### src/design/cjtg_pkg.sv
`timescale 1ns / 1ps
// ----------------------------------------------------------------------------
// cjtg_pkg: shared types and constants
// Opcodes, status codes, controller-to-datapath commands, lookup tables.
// ----------------------------------------------------------------------------
package cjtg_pkg;

	localparam int POS_BITS         = 32;
	localparam int SQ_STEPS         = 30;  // result bits of the 60-bit square root
	localparam int CORDIC_STEPS_DEF = 24;
	localparam int MUL_SEQ_LEN      = 13;

	// input opcodes
	localparam logic [1:0] OPC_START = 2'd0;
	localparam logic [1:0] OPC_TICK  = 2'd1;
	localparam logic [1:0] OPC_STOP  = 2'd2;

	// run status
	localparam logic [2:0] ST_IDLE = 3'd0;
	localparam logic [2:0] ST_RUN  = 3'd1;
	localparam logic [2:0] ST_OK   = 3'd2;
	localparam logic [2:0] ST_INTR = 3'd3;
	localparam logic [2:0] ST_FAIL = 3'd4;

	// configuration register indexes
	localparam logic [2:0] REG_JOINT_MIN   = 3'd0;
	localparam logic [2:0] REG_JOINT_MAX   = 3'd1;
	localparam logic [2:0] REG_LOWER       = 3'd2;
	localparam logic [2:0] REG_UPPER       = 3'd3;
	localparam logic [2:0] REG_PHASE_STEP  = 3'd4;
	localparam logic [2:0] REG_ANG_RATE    = 3'd5;
	localparam logic [2:0] REG_DURATION    = 3'd6;

	// datapath operations
	localparam logic [3:0] DP_NOP      = 4'd0;
	localparam logic [3:0] DP_LOAD     = 4'd1;
	localparam logic [3:0] DP_CLAMP    = 4'd2;
	localparam logic [3:0] DP_COMMIT   = 4'd3;
	localparam logic [3:0] DP_SQ_STEP  = 4'd4;
	localparam logic [3:0] DP_SQB_INIT = 4'd5;
	localparam logic [3:0] DP_VEC_INIT = 4'd6;
	localparam logic [3:0] DP_VEC_STEP = 4'd7;
	localparam logic [3:0] DP_VEC_DONE = 4'd8;
	localparam logic [3:0] DP_PH       = 4'd9;
	localparam logic [3:0] DP_ROT_INIT = 4'd10;
	localparam logic [3:0] DP_ROT_STEP = 4'd11;
	localparam logic [3:0] DP_ROT_DONE = 4'd12;
	localparam logic [3:0] DP_MLO      = 4'd13;
	localparam logic [3:0] DP_MHI      = 4'd14;
	localparam logic [3:0] DP_CAPT     = 4'd15;

	// multiplier operand / capture select
	localparam logic [2:0] MS_POS = 3'd0;
	localparam logic [2:0] MS_P   = 3'd1;
	localparam logic [2:0] MS_V   = 3'd2;
	localparam logic [2:0] MS_Q   = 3'd3;
	localparam logic [2:0] MS_A   = 3'd4;

	// elapsed counter updates
	localparam logic [2:0] EL_HOLD  = 3'd0;
	localparam logic [2:0] EL_CLR   = 3'd1;
	localparam logic [2:0] EL_INC   = 3'd2;
	localparam logic [2:0] EL_SETD  = 3'd3;
	localparam logic [2:0] EL_SETD1 = 3'd4;

	// result publishing
	localparam logic [1:0] PUB_NONE = 2'd0;
	localparam logic [1:0] PUB_TRAJ = 2'd1;
	localparam logic [1:0] PUB_ZERO = 2'd2;

	typedef struct packed {
		logic [3:0] op;
		logic [2:0] msel;
	} cjtg_mop_t;

	typedef struct packed {
		logic [3:0] op;
		logic [2:0] msel;
		logic [4:0] step;
		logic [2:0] el;
		logic [1:0] pub;
	} cjtg_cmd_t;

	typedef struct packed {
		logic fail;      // clamped bounds or start position rejected
		logic past_end;  // elapsed count beyond duration
	} cjtg_stat_t;

	// multiply / capture sequence of one trajectory evaluation
	function automatic cjtg_mop_t mul_seq(input logic [3:0] idx);
		cjtg_mop_t m;
		unique case (idx)
			4'd0:    m = '{DP_MLO,  MS_POS};
			4'd1:    m = '{DP_CAPT, MS_POS};
			4'd2:    m = '{DP_MLO,  MS_P};
			4'd3:    m = '{DP_CAPT, MS_P};
			4'd4:    m = '{DP_MLO,  MS_V};
			4'd5:    m = '{DP_MHI,  MS_V};
			4'd6:    m = '{DP_CAPT, MS_V};
			4'd7:    m = '{DP_MLO,  MS_Q};
			4'd8:    m = '{DP_MHI,  MS_Q};
			4'd9:    m = '{DP_CAPT, MS_Q};
			4'd10:   m = '{DP_MLO,  MS_A};
			4'd11:   m = '{DP_MHI,  MS_A};
			4'd12:   m = '{DP_CAPT, MS_A};
			default: m = '{DP_NOP,  MS_POS};
		endcase
		return m;
	endfunction

	// atan(2^-i) in turns * 2^32
	function automatic logic [31:0] atan_turn(input logic [4:0] i);
		logic [31:0] a;
		unique case (i)
			5'd0:  a = 32'h20000000; 5'd1:  a = 32'h12E4051E;
			5'd2:  a = 32'h09FB385B; 5'd3:  a = 32'h051111D4;
			5'd4:  a = 32'h028B0D43; 5'd5:  a = 32'h0145D7E1;
			5'd6:  a = 32'h00A2F61E; 5'd7:  a = 32'h00517C55;
			5'd8:  a = 32'h0028BE53; 5'd9:  a = 32'h00145F2F;
			5'd10: a = 32'h000A2F98; 5'd11: a = 32'h000517CC;
			5'd12: a = 32'h00028BE6; 5'd13: a = 32'h000145F3;
			5'd14: a = 32'h0000A2FA; 5'd15: a = 32'h0000517D;
			5'd16: a = 32'h000028BE; 5'd17: a = 32'h0000145F;
			5'd18: a = 32'h00000A30; 5'd19: a = 32'h00000518;
			5'd20: a = 32'h0000028C; 5'd21: a = 32'h00000146;
			5'd22: a = 32'h000000A3; 5'd23: a = 32'h00000051;
			5'd24: a = 32'h00000029; 5'd25: a = 32'h00000014;
			5'd26: a = 32'h0000000A; 5'd27: a = 32'h00000005;
			5'd28: a = 32'h00000003; 5'd29: a = 32'h00000001;
			5'd30: a = 32'h00000001; 5'd31: a = 32'h00000000;
			default: a = 32'h00000000;
		endcase
		return a;
	endfunction

endpackage

### src/design/cjtg_ctrl.sv
`timescale 1ns / 1ps
// ----------------------------------------------------------------------------
// cjtg_ctrl: sequencing state machine
// Owns run status, stop flag, handshakes and the command stream.
// ----------------------------------------------------------------------------
module cjtg_ctrl
	import cjtg_pkg::*;
#(
	parameter int CORDIC_STEPS = CORDIC_STEPS_DEF
) (
	input  logic       clk,
	input  logic       arst_n,
	input  logic       in_valid,
	output logic       in_ready,
	input  logic [1:0] opcode,
	input  logic       settled,
	output logic       out_valid,
	input  logic       out_ready,
	output logic [2:0] run_status,
	output cjtg_cmd_t  cmd,
	input  cjtg_stat_t stat
);

	localparam logic [3:0] S_IDLE     = 4'd0;
	localparam logic [3:0] S_CLAMP    = 4'd1;
	localparam logic [3:0] S_CHECK    = 4'd2;
	localparam logic [3:0] S_SQA      = 4'd3;
	localparam logic [3:0] S_SQB_INIT = 4'd4;
	localparam logic [3:0] S_SQB      = 4'd5;
	localparam logic [3:0] S_VEC_INIT = 4'd6;
	localparam logic [3:0] S_VEC      = 4'd7;
	localparam logic [3:0] S_VEC_DONE = 4'd8;
	localparam logic [3:0] S_PH       = 4'd9;
	localparam logic [3:0] S_ROT_INIT = 4'd10;
	localparam logic [3:0] S_ROT      = 4'd11;
	localparam logic [3:0] S_ROT_DONE = 4'd12;
	localparam logic [3:0] S_MUL      = 4'd13;
	localparam logic [3:0] S_UPD      = 4'd14;
	localparam logic [3:0] S_PUB      = 4'd15;

	localparam logic [4:0] SQ_LAST = 5'(SQ_STEPS - 1);
	localparam logic [4:0] CO_LAST = 5'(CORDIC_STEPS - 1);
	localparam logic [3:0] MS_LAST = 4'(MUL_SEQ_LEN - 1);

	logic [3:0] state_q, state_d;
	logic [4:0] step_q;
	logic [3:0] mseq_q;
	logic [1:0] opc_q;
	logic       settled_q, stop_q, traj_q, out_valid_q;
	logic [2:0] status_q, status_d, rstat_q;
	logic       accept, step_last, pub_go;
	cjtg_mop_t  mop;

	assign in_ready   = (state_q == S_IDLE);
	assign accept     = in_valid && in_ready;
	assign out_valid  = out_valid_q;
	assign run_status = rstat_q;
	assign mop        = mul_seq(mseq_q);
	assign pub_go     = !out_valid_q || out_ready;

	always_comb begin
		state_d   = state_q;
		status_d  = status_q;
		step_last = 1'b0;
		cmd       = '0;
		cmd.step  = step_q;
		unique case (state_q)
			S_IDLE: begin
				if (accept) begin
					priority case (opcode)
						OPC_START: begin cmd.op = DP_LOAD; state_d = S_CLAMP; end
						OPC_TICK:  state_d = (status_q == ST_RUN) ? S_PH : S_PUB;
						default:   state_d = S_PUB;
					endcase
				end
			end
			S_CLAMP: begin cmd.op = DP_CLAMP; state_d = S_CHECK; end
			S_CHECK: begin
				cmd.el = EL_CLR;
				if (stat.fail) begin
					status_d = ST_FAIL;
					state_d  = S_PUB;
				end else begin
					cmd.op  = DP_COMMIT;
					state_d = S_SQA;
				end
			end
			S_SQA: begin
				cmd.op    = DP_SQ_STEP;
				step_last = (step_q == SQ_LAST);
				if (step_last) state_d = S_SQB_INIT;
			end
			S_SQB_INIT: begin cmd.op = DP_SQB_INIT; state_d = S_SQB; end
			S_SQB: begin
				cmd.op    = DP_SQ_STEP;
				step_last = (step_q == SQ_LAST);
				if (step_last) state_d = S_VEC_INIT;
			end
			S_VEC_INIT: begin cmd.op = DP_VEC_INIT; state_d = S_VEC; end
			S_VEC: begin
				cmd.op    = DP_VEC_STEP;
				step_last = (step_q == CO_LAST);
				if (step_last) state_d = S_VEC_DONE;
			end
			S_VEC_DONE: begin
				cmd.op   = DP_VEC_DONE;
				status_d = ST_RUN;
				state_d  = S_PH;
			end
			S_PH: begin cmd.op = DP_PH; state_d = S_ROT_INIT; end
			S_ROT_INIT: begin cmd.op = DP_ROT_INIT; state_d = S_ROT; end
			S_ROT: begin
				cmd.op    = DP_ROT_STEP;
				step_last = (step_q == CO_LAST);
				if (step_last) state_d = S_ROT_DONE;
			end
			S_ROT_DONE: begin cmd.op = DP_ROT_DONE; state_d = S_MUL; end
			S_MUL: begin
				cmd.op   = mop.op;
				cmd.msel = mop.msel;
				if (mseq_q == MS_LAST) state_d = (opc_q == OPC_START) ? S_PUB : S_UPD;
			end
			S_UPD: begin
				// count clamps at the duration; stop only counts before that
				if (stat.past_end) begin
					cmd.el = settled_q ? EL_SETD : EL_SETD1;
					if (settled_q) status_d = ST_OK;
				end else if (stop_q) begin
					status_d = ST_INTR;
				end else begin
					cmd.el = EL_INC;
				end
				state_d = S_PUB;
			end
			S_PUB: begin
				if (pub_go) begin
					cmd.pub = traj_q ? PUB_TRAJ : PUB_ZERO;
					state_d = S_IDLE;
				end
			end
			default: state_d = S_IDLE;
		endcase
	end

	always_ff @(posedge clk or negedge arst_n) begin
		if (!arst_n) begin
			state_q     <= S_IDLE;
			step_q      <= '0;
			mseq_q      <= '0;
			opc_q       <= OPC_START;
			settled_q   <= 1'b0;
			stop_q      <= 1'b0;
			traj_q      <= 1'b0;
			out_valid_q <= 1'b0;
			status_q    <= ST_IDLE;
			rstat_q     <= ST_IDLE;
		end else begin
			state_q  <= state_d;
			status_q <= status_d;
			if (accept) begin
				opc_q     <= opcode;
				settled_q <= settled;
				traj_q    <= (opcode == OPC_TICK) && (status_q == ST_RUN);
				if (opcode == OPC_START) stop_q <= 1'b0;
				else if (opcode == OPC_STOP && status_q == ST_RUN) stop_q <= 1'b1;
			end
			if (state_q == S_VEC_DONE) traj_q <= 1'b1;
			if (state_q == S_SQA || state_q == S_SQB || state_q == S_VEC || state_q == S_ROT)
				step_q <= step_last ? 5'd0 : step_q + 5'd1;
			else
				step_q <= '0;
			if (state_q == S_MUL) mseq_q <= mseq_q + 4'd1;
			else mseq_q <= '0;
			if (state_q == S_PUB && pub_go) begin
				out_valid_q <= 1'b1;
				rstat_q     <= status_q;
			end else if (out_ready) begin
				out_valid_q <= 1'b0;
			end
		end
	end

	a_accept_leaves_idle: assert property (@(posedge clk) disable iff (!arst_n)
		accept |=> state_q != S_IDLE)
		else $error("accepted transaction did not start processing");

	a_vec_sets_run: assert property (@(posedge clk) disable iff (!arst_n)
		state_q == S_VEC_DONE |=> status_q == ST_RUN)
		else $error("start phase computed without entering run");

	a_status_range: assert property (@(posedge clk) disable iff (!arst_n)
		status_q <= ST_FAIL)
		else $error("status register out of range");

	a_pub_raises_valid: assert property (@(posedge clk) disable iff (!arst_n)
		(state_q == S_PUB && pub_go) |=> out_valid_q && state_q == S_IDLE)
		else $error("publish did not present a result");

endmodule

### config.mk
export PLATFORM = sky130hd
export DESIGN_NAME = cjtg_ctrl
export DESIGN_NICKNAME = d
export VERILOG_FILES = /design/src/design/cjtg_pkg.sv /design/src/design/cjtg_ctrl.sv
export SDC_FILE = /design/constraint.sdc
export NUM_CORES = 1
export LEC_CHECK = 0
export ABC_CLOCK_PERIOD_IN_PS = 1700
export BUFFER_PORTS_ARGS = -buffer_cell sky130_fd_sc_hd__buf_2
export CORE_ASPECT_RATIO = 0.5
export CORE_MARGIN = 3
export CORE_UTILIZATION = 35
export DETAILED_ROUTE_END_ITERATION = 12
export GPL_TIMING_DRIVEN = 0
export MAX_ROUTING_LAYER = met4
export SYNTH_ARGS = -nofsm -noshare
export SYNTH_HDL_FRONTEND = slang
export SYNTH_SLANG_ARGS = --single-unit
### constraint.sdc
create_clock -name clk -period 1.7 [get_ports clk]
set_input_delay 0.085 -clock clk [delete_from_list [all_inputs] [get_ports clk]]
set_output_delay 0.085 -clock clk [all_outputs]
set_load 0.05 [all_outputs]
==> qor.yml, run 1 <==
outcome: "finished, violations left"
violations: "setup timing"
netlist.area_leader.share_pct: 38.9
holdPathEnd: "settled_q"
clk_pin_slew_ns: 0.09
drt-initial-drc-count: 124
final_max_slew_viol_count: 0
setup_ws_ns: -0.221
io_buffers: 30
tightest_slew_ns: 0.627
final_area_um2: 2440
skew_ns: 0.00530
synth.distinct_cells: 48
grt_pass1_wl_um: 7160
swShare_pct: 48.0
synth_edf_count: 0
power_density_nw_per_um2: 1860
setup.worst_path.start_class: "flip-flop"
drive_gt1_share_pct: 52.1
initial_utilization_pct: 38.8
total_leakage_power_nw: 1.08
wire_per_inst_um: 16.2
setup_violations: 24
grt.total_usage_pct: 17.6
drcViolationCount: 0
arrival_ns: 1.84
clock_latency_ns: 0.28
dieArea_um2: 5490
fillers: 343
syn_avg_cell_area_um2: 9.08
synth_nets: 192
placed_area_um2: 1920
gp_congestion: 0.845
setup_tns_ns: -2.79
syn_inst: 177
pwr-share-comb_pct: 70.2
grt_setup_unrepaired: "yes"
power.switching_mw: 2.18
maxCapViolCount: 0
hold_viol_final: 0
ios: 31
antenna_found_initial: 0
syn-cell-area_um2: 1610
ys_top_cells_by_area: "dfrtp_1 39%, mux2_2 7.0%, nor2_1 6.5%"
reg2reg_depth: 7
r2r-start: "state_q[2]"
ys_ff_latch: 25
min-delay-path-class: "input port to flip-flop"
seq_area_frac_synth_pct: 38.9
required_ns: 1.62
grt_max_degree: 26
hpwl_um: 2930
async_flop_share_pct: 100
num_vias: 1571
drtAntennaViolNets: 0
drt-total-wl_um: 4730
die_y_um: 53.9
regToRegEndpoint: "status_q[0]"
synth_top_area_cell: "dfrtp_1"
clkSinkCount: 25
grt_pass1_vias: 1489
cts_buffers: 3
htree_levels: 1
area_growth_pct: 51.9
period_minus_slack_ns: 1.92
min-delay-start: "settled"
fin_crit_sh_pct: 113
dr.pass1.iters: 4
holdPathStages: 2
nets: 254
core_area_um2: 4140
tritoncts: "done"
timing.fmax_mhz: 521
place_inst: 261
end_kind: "output port"
ys.flop_type: "dfrtp_1"
gr-total-overflow: 0
internal_power_mw: 2.36
cp_max_fo: 4
max_slew_margin_pct: 57.6
cts_buffer_depth: 2
instances_no_fill: 292
die_width_um: 102
viasPerCell: 5.38
diodes: 0
fin_util_pct: 58.9
yosys_warnings: 0
criticalPathCategory: "flip-flop to output port"
rrSetupSlack_ns: -0.21
cts_root_buf: "clkbuf_8"
seqPwrFrac_pct: 21.6
rows: 16
p_clk_share_pct: 8.3
ir_drop_v: 0.000690
logic make-up after synthesis:
family | synth area share [%]
compound gates | 14.4
flops | 38.9
fa+ha+maj | 4.67
buf+inv | 4.98
xor+xnor | 3.27
mux | 8.25
simple gates | 25.5
critical path, cell delays in order, from the launching register on:
cell	delay, ns
dfrtp_1	0.45
or4_4	0.61
inv_8	0.07
nand3_2	0.06
o211ai_1	0.12
buf_4	0.24
power by group through the flow:
stage / Sequential (mW) / Clock, mW / Combinational [mW]
after global routing: 1.01 / 0.408 / 3.38
after CTS: 0.958 / 0.387 / 2.74
after global placement: 0.974 / 0 / 2.23
final: 0.979 / 0.377 / 3.19
after floorplan: 1.15 / 0 / 1.61
after detailed placement: 0.986 / 0 / 2.26
metrics by stage:
stage	setup slack [ns]	power, mW	hold WS (ns)
3_5_place_dp	-0.328	3.24	0.112
2_1_floorplan	-0.105	2.75	-0.211
3_3_place_gp	-0.325	3.20	0.115
6_report	-0.221	4.54	0.0463
4_1_cts	-0.180	4.08	0.0518
5_1_grt	-0.288	4.80	0.0497
timing repair:
item / CTS / global route
resized for setup: 45 / 41
endpoints found under the setup margin: 21 / 32
buffers inserted: 17 / 13
pin swaps: 4 / 17
hold endpoints to repair: 25 / 0
hold buffers: 1 / 0
cell usage after synthesis (2+ instances only):
| library cell | instances |
|---|---|
| xor2_1 | 3 |
| nor3_1 | 3 |
| nand2b_1 | 4 |
| xnor2_1 | 3 |
| a21oi_1 | 10 |
| nor2_1 | 28 |
| and3_1 | 3 |
| nor4b_1 | 2 |
| inv_1 | 7 |
| nand3_1 | 6 |
| nor3b_1 | 2 |
| clkbuf_1 | 5 |
| dfrtp_1 | 25 |
| ha_1 | 6 |
| buf_1 | 2 |
| a31oi_1 | 5 |
| o21ai_0 | 5 |
| mux2i_1 | 2 |
| nand4b_1 | 3 |
| nand4_1 | 4 |
| a22o_1 | 2 |
| nand2_1 | 8 |
| and2_1 | 2 |
| mux2_2 | 10 |
| a32oi_1 | 2 |
| nor2b_1 | 3 |
metal layers:
layer	global-route usage, %	share of wire, %	up-vias
met2	27.4	48	41
met1	23.2	46	773
met3	4.40	4.9	6
li1	-	-	751
met4	5.01	1.2	0
met5	-	0	-
flip-flops by register name, indices dropped and copies added, names as in the netlist:
signal,cells
stop_q,1
state_q,4
settled_q,1
status_q,3
traj_q,1
run_status,3
out_valid,1
step_q,5
mseq_q,4
opc_q,2
layout by cell type (no fill, tap or decap), types with 3 or more instances in the layout:
cell type / count
nor2_1: 24
buf_6: 21
buf_4: 21
buf_2: 19
dfrtp_1: 17
dfrtp_2: 8
a21oi_1: 7
nand2_1: 6
mux2_4: 5
nand3_1: 5
mux2_2: 5
nand2b_1: 4
nand4_1: 4
clkbuf_8: 4
inv_1: 4
inv_2: 3
nand4b_1: 3
a21oi_2: 3
a31oi_1: 3
xor2_1: 3
xnor2_1: 3
nor2_2: 3
ha_4: 3
worst max path at each step:
stage	startpoint	to	slack [ns]	cells after the start
after global routing	state_q[3]	cmd[13]	-0.29	5
after global placement	state_q[0]	cmd[14]	-0.32	5
after detailed placement	state_q[0]	cmd[14]	-0.33	5
after CTS	state_q[3]	cmd[13]	-0.18	5
after floorplan	state_q[2]	cmd[13]	-0.11	5
final	state_q[3]	cmd[13]	-0.22	5
final cells by class:
class | count | area (µm²) | share of cell area (%)
Sequential cell | 25 | 636 | 26.0
Tap cell | 54 | 67.6 | 2.77
Buffer | 8 | 76.3 | 3.13
Clock buffer | 3 | 41.3 | 1.69
Multi-Input combinational cell | 134 | 1090 | 44.8
Inverter | 8 | 37.5 | 1.54
Clock inverter | 1 | 7.51 | 0.307
Timing Repair Buffer | 59 | 482 | 19.7
Note: power is estimated with default switching activity, not from simulation.
==> inputs of run 2 (changes only) <==
ABC_CLOCK_PERIOD_IN_PS = 1650   (was 1700)
clock period = 1.65 ns   (was 1.7 ns; I/O delays follow)
==> run 2 against run 1 <==
The run still ends with setup timing left. First-iteration DRC count fell by 38%. Worst hold slack got worse by 0.026 ns. Clock skew fell by 0.0041 ns. Utilization fell by 0.69 points. Critical path depth rose by 2. Sequential cell count did not move. Clock power rose by 4%. Largest power group unchanged.
==> qor.yml, run 2 (synthesis gave the netlist of run 1 again) <==
outcome: "finished, violations left"  # unchanged
violations: "setup timing"  # unchanged
criticalPathCategory: "flip-flop to flip-flop"  # was flip-flop to output port
maxCapViolCount: 0  # unchanged
end_kind: "flip-flop"  # was output port
ir_drop_v: 0.000659  # was 0.000690 V
multi_input_area_um2: 1070  # was 1090 µm²
r2r-start: "state_q[3]"  # was state_q[2]
gr-total-overflow: 0  # unchanged
reg2reg_depth: 7  # unchanged
dr.pass1.iters: 4  # unchanged
crit_chain: "or4_4 > inv_8 > buf_4 > buf_6 > buf_6 > nand2_8 > mux2_2"  # was or4_4 > inv_8 > nand3_2 > o211ai_1 > buf_4
cpLargestDelayFamily: "simple AND/OR/NAND/NOR gates"  # unchanged
drtAntennaViolNets: 0  # unchanged
cts_root_buf: "clkbuf_8"  # unchanged
gp_congestion: 0.871  # was 0.845
total_leakage_power_nw: 1.07  # was 1.08 nW
nets: 255  # was 254
drt-initial-drc-count: 77  # was 124
swShare_pct: 47.6  # was 48.0%
viasPerCell: 5.38  # about the same
dieArea_um2: 5490  # unchanged
drcViolationCount: 0  # unchanged
min-delay-start: "settled"  # unchanged
drive_gt1_share_pct: 49.4  # was 52.1%
die_width_um: 102  # unchanged
max_stage_delay_ns: 0.62  # was 0.61 ns
holdPathStages: 2  # unchanged
cts_buffer_depth: 2  # unchanged
grt_pass1_wl_um: 7010  # was 7160 µm
crit_buf_inv: 4  # was 2
initial_utilization_pct: 38.8  # unchanged
core_area_um2: 4140  # unchanged
setup_ws_ns: -0.248  # was -0.221 ns
period_minus_slack_ns: 1.90
fillers: 363  # was 343
regToRegEndpoint: "opc_q[0]"  # was status_q[0]
max_slew_margin_pct: 60.0  # was 57.6%
hold_viol_final: 0  # unchanged
htree_levels: 1  # unchanged
pwr-share-comb_pct: 70.2  # about the same
internal_power_mw: 2.46  # was 2.36 mW
arrival_ns: 2.07  # was 1.84 ns
tightest_slew_ns: 0.600  # was 0.627 ns
largest_reg_flops: 5  # unchanged
holdPathEnd: "settled_q"  # unchanged
clk_pin_slew_ns: 0.09  # about the same
ff_latch_area_um2: 636  # unchanged
power.switching_mw: 2.23  # was 2.18 mW
required_ns: 1.82  # was 1.62 ns
clock_latency_ns: 0.28  # about the same
slowest_stage: "or4_4"  # unchanged
setup_violations: 21  # was 24
diodes: 0  # unchanged
min-delay-path-class: "input port to flip-flop"  # unchanged
rrSetupSlack_ns: -0.25  # was -0.21 ns
setup_tns_ns: -3.45  # was -2.79 ns
final_cell_mix: "30 x buf_4, 26 x nor2_1, 17 x buf_2, 17 x dfrtp_1, 13 x buf_6"  # was 24 x nor2_1, 21 x buf_6, 21 x buf_4
seqPwrFrac_pct: 21.4  # was 21.6%
timing.fmax_mhz: 527
area_growth_pct: 50.1  # was 51.9%
regMostFlops: "step_q"  # unchanged
largestRegisters: "step_q (5), mseq_q (4), state_q (4)"  # unchanged
power_density_nw_per_um2: 1950  # was 1860 nW/µm²
ios: 31  # unchanged
grt_pass1_vias: 1428  # was 1489
io_buffers: 30  # unchanged
cp_max_fo: 5  # was 4
die_y_um: 53.9  # unchanged
grt.total_usage_pct: 17.2  # was 17.6%
clkSinkCount: 25  # unchanged
cp_common_cell: "buf_6"
power.total_mw: 4.70  # was 4.54 mW
cts_buffers: 3  # unchanged
final_max_slew_viol_count: 0  # unchanged
tritoncts: "done"  # unchanged
setup.worst_path.start_class: "flip-flop"  # unchanged
num_vias: 1575  # was 1571
antenna_found_initial: 0  # unchanged
rows: 16  # unchanged
fin_crit_sh_pct: 115
final_common_cell: "buf_4"  # was nor2_1
wire_per_inst_um: 16.5  # was 16.2 µm
skew_ns: 0.00122  # was 0.00530 ns
grt_setup_unrepaired: "yes"  # unchanged
drt-total-wl_um: 4850  # was 4730 µm
p_clk_share_pct: 8.3  # about the same
hpwl_um: 2840  # was 2930 µm
grt_max_degree: 26  # unchanged
-- run 2: metrics by stage --
step	cell area, µm²	std cells	util, %	hold slack, ns	setup slack [ns]
floorplan	1710	177	-	-0.213	-0.153
global placement	1920	261	46.4	0.121	-0.296
detailed placement	1920	261	46.4	0.129	-0.290
CTS	2200	278	53.2	0.0305	-0.195
global route	2410	293	58.2	0.0169	-0.315
finish	2410	293	58.2	0.0203	-0.248
-- run 2: what timing repair did --
| item | in CTS | in global routing |
|---|---|---|
| gates resized for setup | 44 | 19 |
| hold buffers | 1 | 0 |
| setup endpoints to repair | 26 | 32 |
| setup buffers | 13 | 15 |
| gates cloned | 0 | 1 |
| pin swaps | 7 | 9 |
| hold endpoints to repair | 25 | 0 |
-- run 2: power by group through the flow --
| stage | sequential [mW] | clock, mW | combinational [mW] |
|---|---|---|---|
| 6_report | 1.01 | 0.392 | 3.30 |
| 5_1_grt | 1.03 | 0.417 | 3.51 |
| 4_1_cts | 1.00 | 0.390 | 2.74 |
| 3_5_place_dp | 1.03 | 0 | 2.31 |
| 3_3_place_gp | 1.02 | 0 | 2.31 |
| 2_1_floorplan | 1.18 | 0 | 1.66 |
-- run 2: worst register-to-register path, stage by stage (launching register included) --
cell and delay (ns):
dfrtp_1 0.43, or4_4 0.62, inv_8 0.07, buf_4 0.10, buf_6 0.10, buf_6 0.12, nand2_8 0.07, mux2_2 0.29
-- run 2: layout make-up --
type,instances,share of cell area [%]
clock buffer,4,1.87
inverter,8,1.56
tap,54,2.80
buffer,9,3.32
timing repair buffer,59,20.0
sequential,25,26.3
multi-input combinational,134,44.2
-- run 2: how the worst max path moves through the flow --
stage | start | to | slack [ns] | cells past startpoint
2_1_floorplan | state_q[2] | cmd[13] | -0.15 | 5
5_1_grt | state_q[1] | cmd[13] | -0.32 | 7
3_5_place_dp | state_q[0] | cmd[14] | -0.29 | 5
6_report | state_q[3] | opc_q[0] | -0.25 | 7
3_3_place_gp | state_q[0] | cmd[14] | -0.30 | 5
4_1_cts | state_q[3] | cmd[13] | -0.20 | 5
-- run 2: layer usage --
layer / vias up / wire length [µm] / part of all wire [%] / GRT usage, %
met5: - / 0 / 0 / -
met4: 0 / 57 / 1.2 / 3.05
met3: 7 / 237 / 4.9 / 4.14
met2: 51 / 2350 / 49 / 27.4
met1: 761 / 2200 / 45 / 22.7
li1: 756 / - / - / -
==> inputs of run 3 (changes only) <==
CORE_ASPECT_RATIO = 0.8   (was 0.5)
==> run 3 against run 2 <==
The run still ends with setup timing left. Register-to-register slack better by 0.07 ns. Clock power fell by 7.1%. Non-clock buffer count down 3. Total power down 2.5%. Utilization is 1.7 points lower. Die area shrank 0.81%. Combinational power fell by 3%. Sequential cell count is the same. First-iteration DRC count decreased by 25%. Critical path depth fell by 2. Critical path type is now flip-flop to output port.
==> qor.yml, run 3 (synthesis gave the netlist of run 1 again) <==
outcome: "finished, violations left"  # unchanged
tightest_slew_ns: 0.661  # was 0.600 ns
place_inst: 264  # was 261
hpwl_um: 2830  # was 2840 µm
maxCapViolCount: 0  # unchanged
rows: 21  # was 16
fin_crit_sh_pct: 112  # was 115%
startpoint: "state_q[0]"  # was state_q[3]
drt-initial-drc-count: 58  # was 77
arrival_ns: 1.76  # was 2.07 ns
die_width_um: 81.8  # was 102 µm
end_kind: "output port"  # was flip-flop
grt_setup_unrepaired: "yes"  # unchanged
crit_buf_inv: 2  # was 4
clkSinkCount: 25  # unchanged
grt_pass1_wl_um: 6730  # was 7010 µm
required_ns: 1.57  # was 1.82 ns
largest_reg_flops: 5  # unchanged
cts_buffer_depth: 2  # unchanged
regToRegEndpoint: "state_q[2]"  # was opc_q[0]
htree_levels: 1  # unchanged
viasPerCell: 5.32  # was 5.38
dieArea_um2: 5450  # was 5490 µm²
holdPathStages: 2  # unchanged
final_max_slew_viol_count: 0  # unchanged
fin_util_pct: 56.6  # was 58.2%
holdPathEnd: "settled_q"  # unchanged
cts_buffers: 3  # unchanged
dr.pass1.iters: 4  # unchanged
die_y_um: 66.6  # was 53.9 µm
cpLargestDelayFamily: "simple AND/OR/NAND/NOR gates"  # unchanged
criticalPathCategory: "flip-flop to output port"  # was flip-flop to flip-flop
total_leakage_power_nw: 1.07  # about the same
io_buffers: 30  # unchanged
antenna_found_initial: 0  # unchanged
num_vias: 1560  # was 1575
grt_max_degree: 26  # unchanged
holdWs_ns: 0.0370  # was 0.0203 ns
timing.fmax_mhz: 543  # was 527 MHz
final_cell_mix: "26 x nor2_1, 22 x buf_6, 19 x buf_2, 19 x buf_4, 17 x dfrtp_1"  # was 30 x buf_4, 26 x nor2_1, 17 x buf_2, 17 x dfrtp_1, 13 x buf_6
hold_viol_final: 0  # unchanged
gp_congestion: 0.808  # was 0.871
min-delay-path-class: "input port to flip-flop"  # unchanged
setup.worst_path.start_class: "flip-flop"  # unchanged
ir_drop_v: 0.00102  # was 0.000659 V
ios: 31  # unchanged
diodes: 0  # unchanged
instances_no_fill: 293  # unchanged
fillers: 393  # was 363
cts_root_buf: "clkbuf_8"  # unchanged
setup_tns_ns: -1.81  # was -3.45 ns
setup_ws_ns: -0.190  # was -0.248 ns
grt.total_usage_pct: 16.5  # was 17.2%
gr-total-overflow: 0  # unchanged
drive_gt1_share_pct: 51.7  # was 49.4%
drtAntennaViolNets: 0  # unchanged
ff_latch_area_um2: 636  # unchanged
grt_pass1_vias: 1382  # was 1428
clock_latency_ns: 0.27  # was 0.28 ns
reg2reg_depth: 6  # was 7
r2r-start: "state_q[0]"  # was state_q[3]
power_density_nw_per_um2: 1880  # was 1950 nW/µm²
multi_input_area_um2: 1100  # was 1070 µm²
path_depth: 5  # was 7
final_common_cell: "nor2_1"  # was buf_4
wire_per_inst_um: 15.0  # was 16.5 µm
core_area_um2: 4310  # was 4140 µm²
crit_chain: "or4_4 > inv_8 > nand3_2 > o211ai_1 > buf_4"  # was or4_4 > inv_8 > buf_4 > buf_6 > buf_6 > nand2_8 > mux2_2
max_stage_delay_ns: 0.58  # was 0.62 ns
regMostFlops: "step_q"  # unchanged
area_growth_pct: 51.7  # was 50.1%
skew_ns: 0.00501  # was 0.00122 ns
cp_max_fo: 5  # unchanged
tritoncts: "done"  # unchanged
slowest_stage: "or4_4"  # unchanged
setup_violations: 17  # was 21
largestRegisters: "step_q (5), mseq_q (4), state_q (4)"  # unchanged
drcViolationCount: 0  # unchanged
nets: 252  # was 255
max_slew_margin_pct: 55.3  # was 60.0%
drt-total-wl_um: 4390  # was 4850 µm
initial_utilization_pct: 37.3  # was 38.8%
clk_pin_slew_ns: 0.09  # about the same
violations: "setup timing"  # unchanged
rrSetupSlack_ns: -0.18  # was -0.25 ns
min-delay-start: "settled"  # unchanged
period_minus_slack_ns: 1.84  # was 1.90 ns
pre_cts_slack_ns: -0.314  # was -0.290 ns
run 3: changes by cell type in the layout (fill, tap and decap cells not counted), sizes merged:
cell,previous run,this run
clkbuf,8,4
clkinv,0,1
run 3: report_power, final:
part / internal [mW] / leakage (nW) / switching, mW / total, mW
Sequential: 0.822 / 0.315 / 0.179 / 1.00
Clock: 0.169 / 0.0255 / 0.195 / 0.364
Combinational: 1.42 / 0.730 / 1.80 / 3.21
Total: 2.41 / 1.07 / 2.17 / 4.58
run 3: cell type report:
type                            instances  share of cell area (%)
Buffer                                  9                    3.75
Clock inverter                          1                   0.205
Sequential cell                        25                    26.1
Multi-Input combinational cell        134                    45.1
Tap cell                               57                    2.92
Timing Repair Buffer                   56                    18.7
Inverter                                8                    1.54
Clock buffer                            3                    1.69
run 3: worst max path at each step:
stage / to
global route: cmd[13]
detailed placement: cmd[14]
global placement: cmd[14]
floorplan: cmd[13]
CTS: cmd[13]
finish: cmd[13]
run 3: through the flow:
step / total power [mW] / area (µm²)
finish: 4.58 / 2440
global placement: 3.34 / 1930
CTS: 4.12 / 2190
detailed placement: 3.35 / 1930
global route: 4.87 / 2440
floorplan: 2.84 / 1710
run 3: layer usage:
layer / vias up / part of all wire [%] / wire (µm) / global-route usage [%]
li1: 754 / - / - / -
met1: 756 / 48 / 2120 / 24.6
met2: 48 / 45 / 1970 / 23.8
met3: 2 / 6.4 / 280 / 3.24
met4: 0 / 0.48 / 21 / 1.87
met5: - / 0 / 0 / -
run 3: timing repair:
| item | 4_1_cts | 5_1_grt |
|---|---|---|
| gates cloned | 0 | 1 |
| setup buffers | 12 | 12 |
| resized for setup | 40 | 50 |
| hold buffers | 1 | 0 |
| endpoints found under the setup margin | 26 | 31 |
| pin swaps | 6 | 10 |
| hold endpoints to repair | 25 | 0 |
run 3: worst reg2reg max path: stages, from the launching register on:
cell,delay [ns]
dfrtp_2,0.45
or4_4,0.58
buf_4,0.18
nor2_4,0.09
nor3_2,0.07
and2_4,0.16
a22o_1,0.20
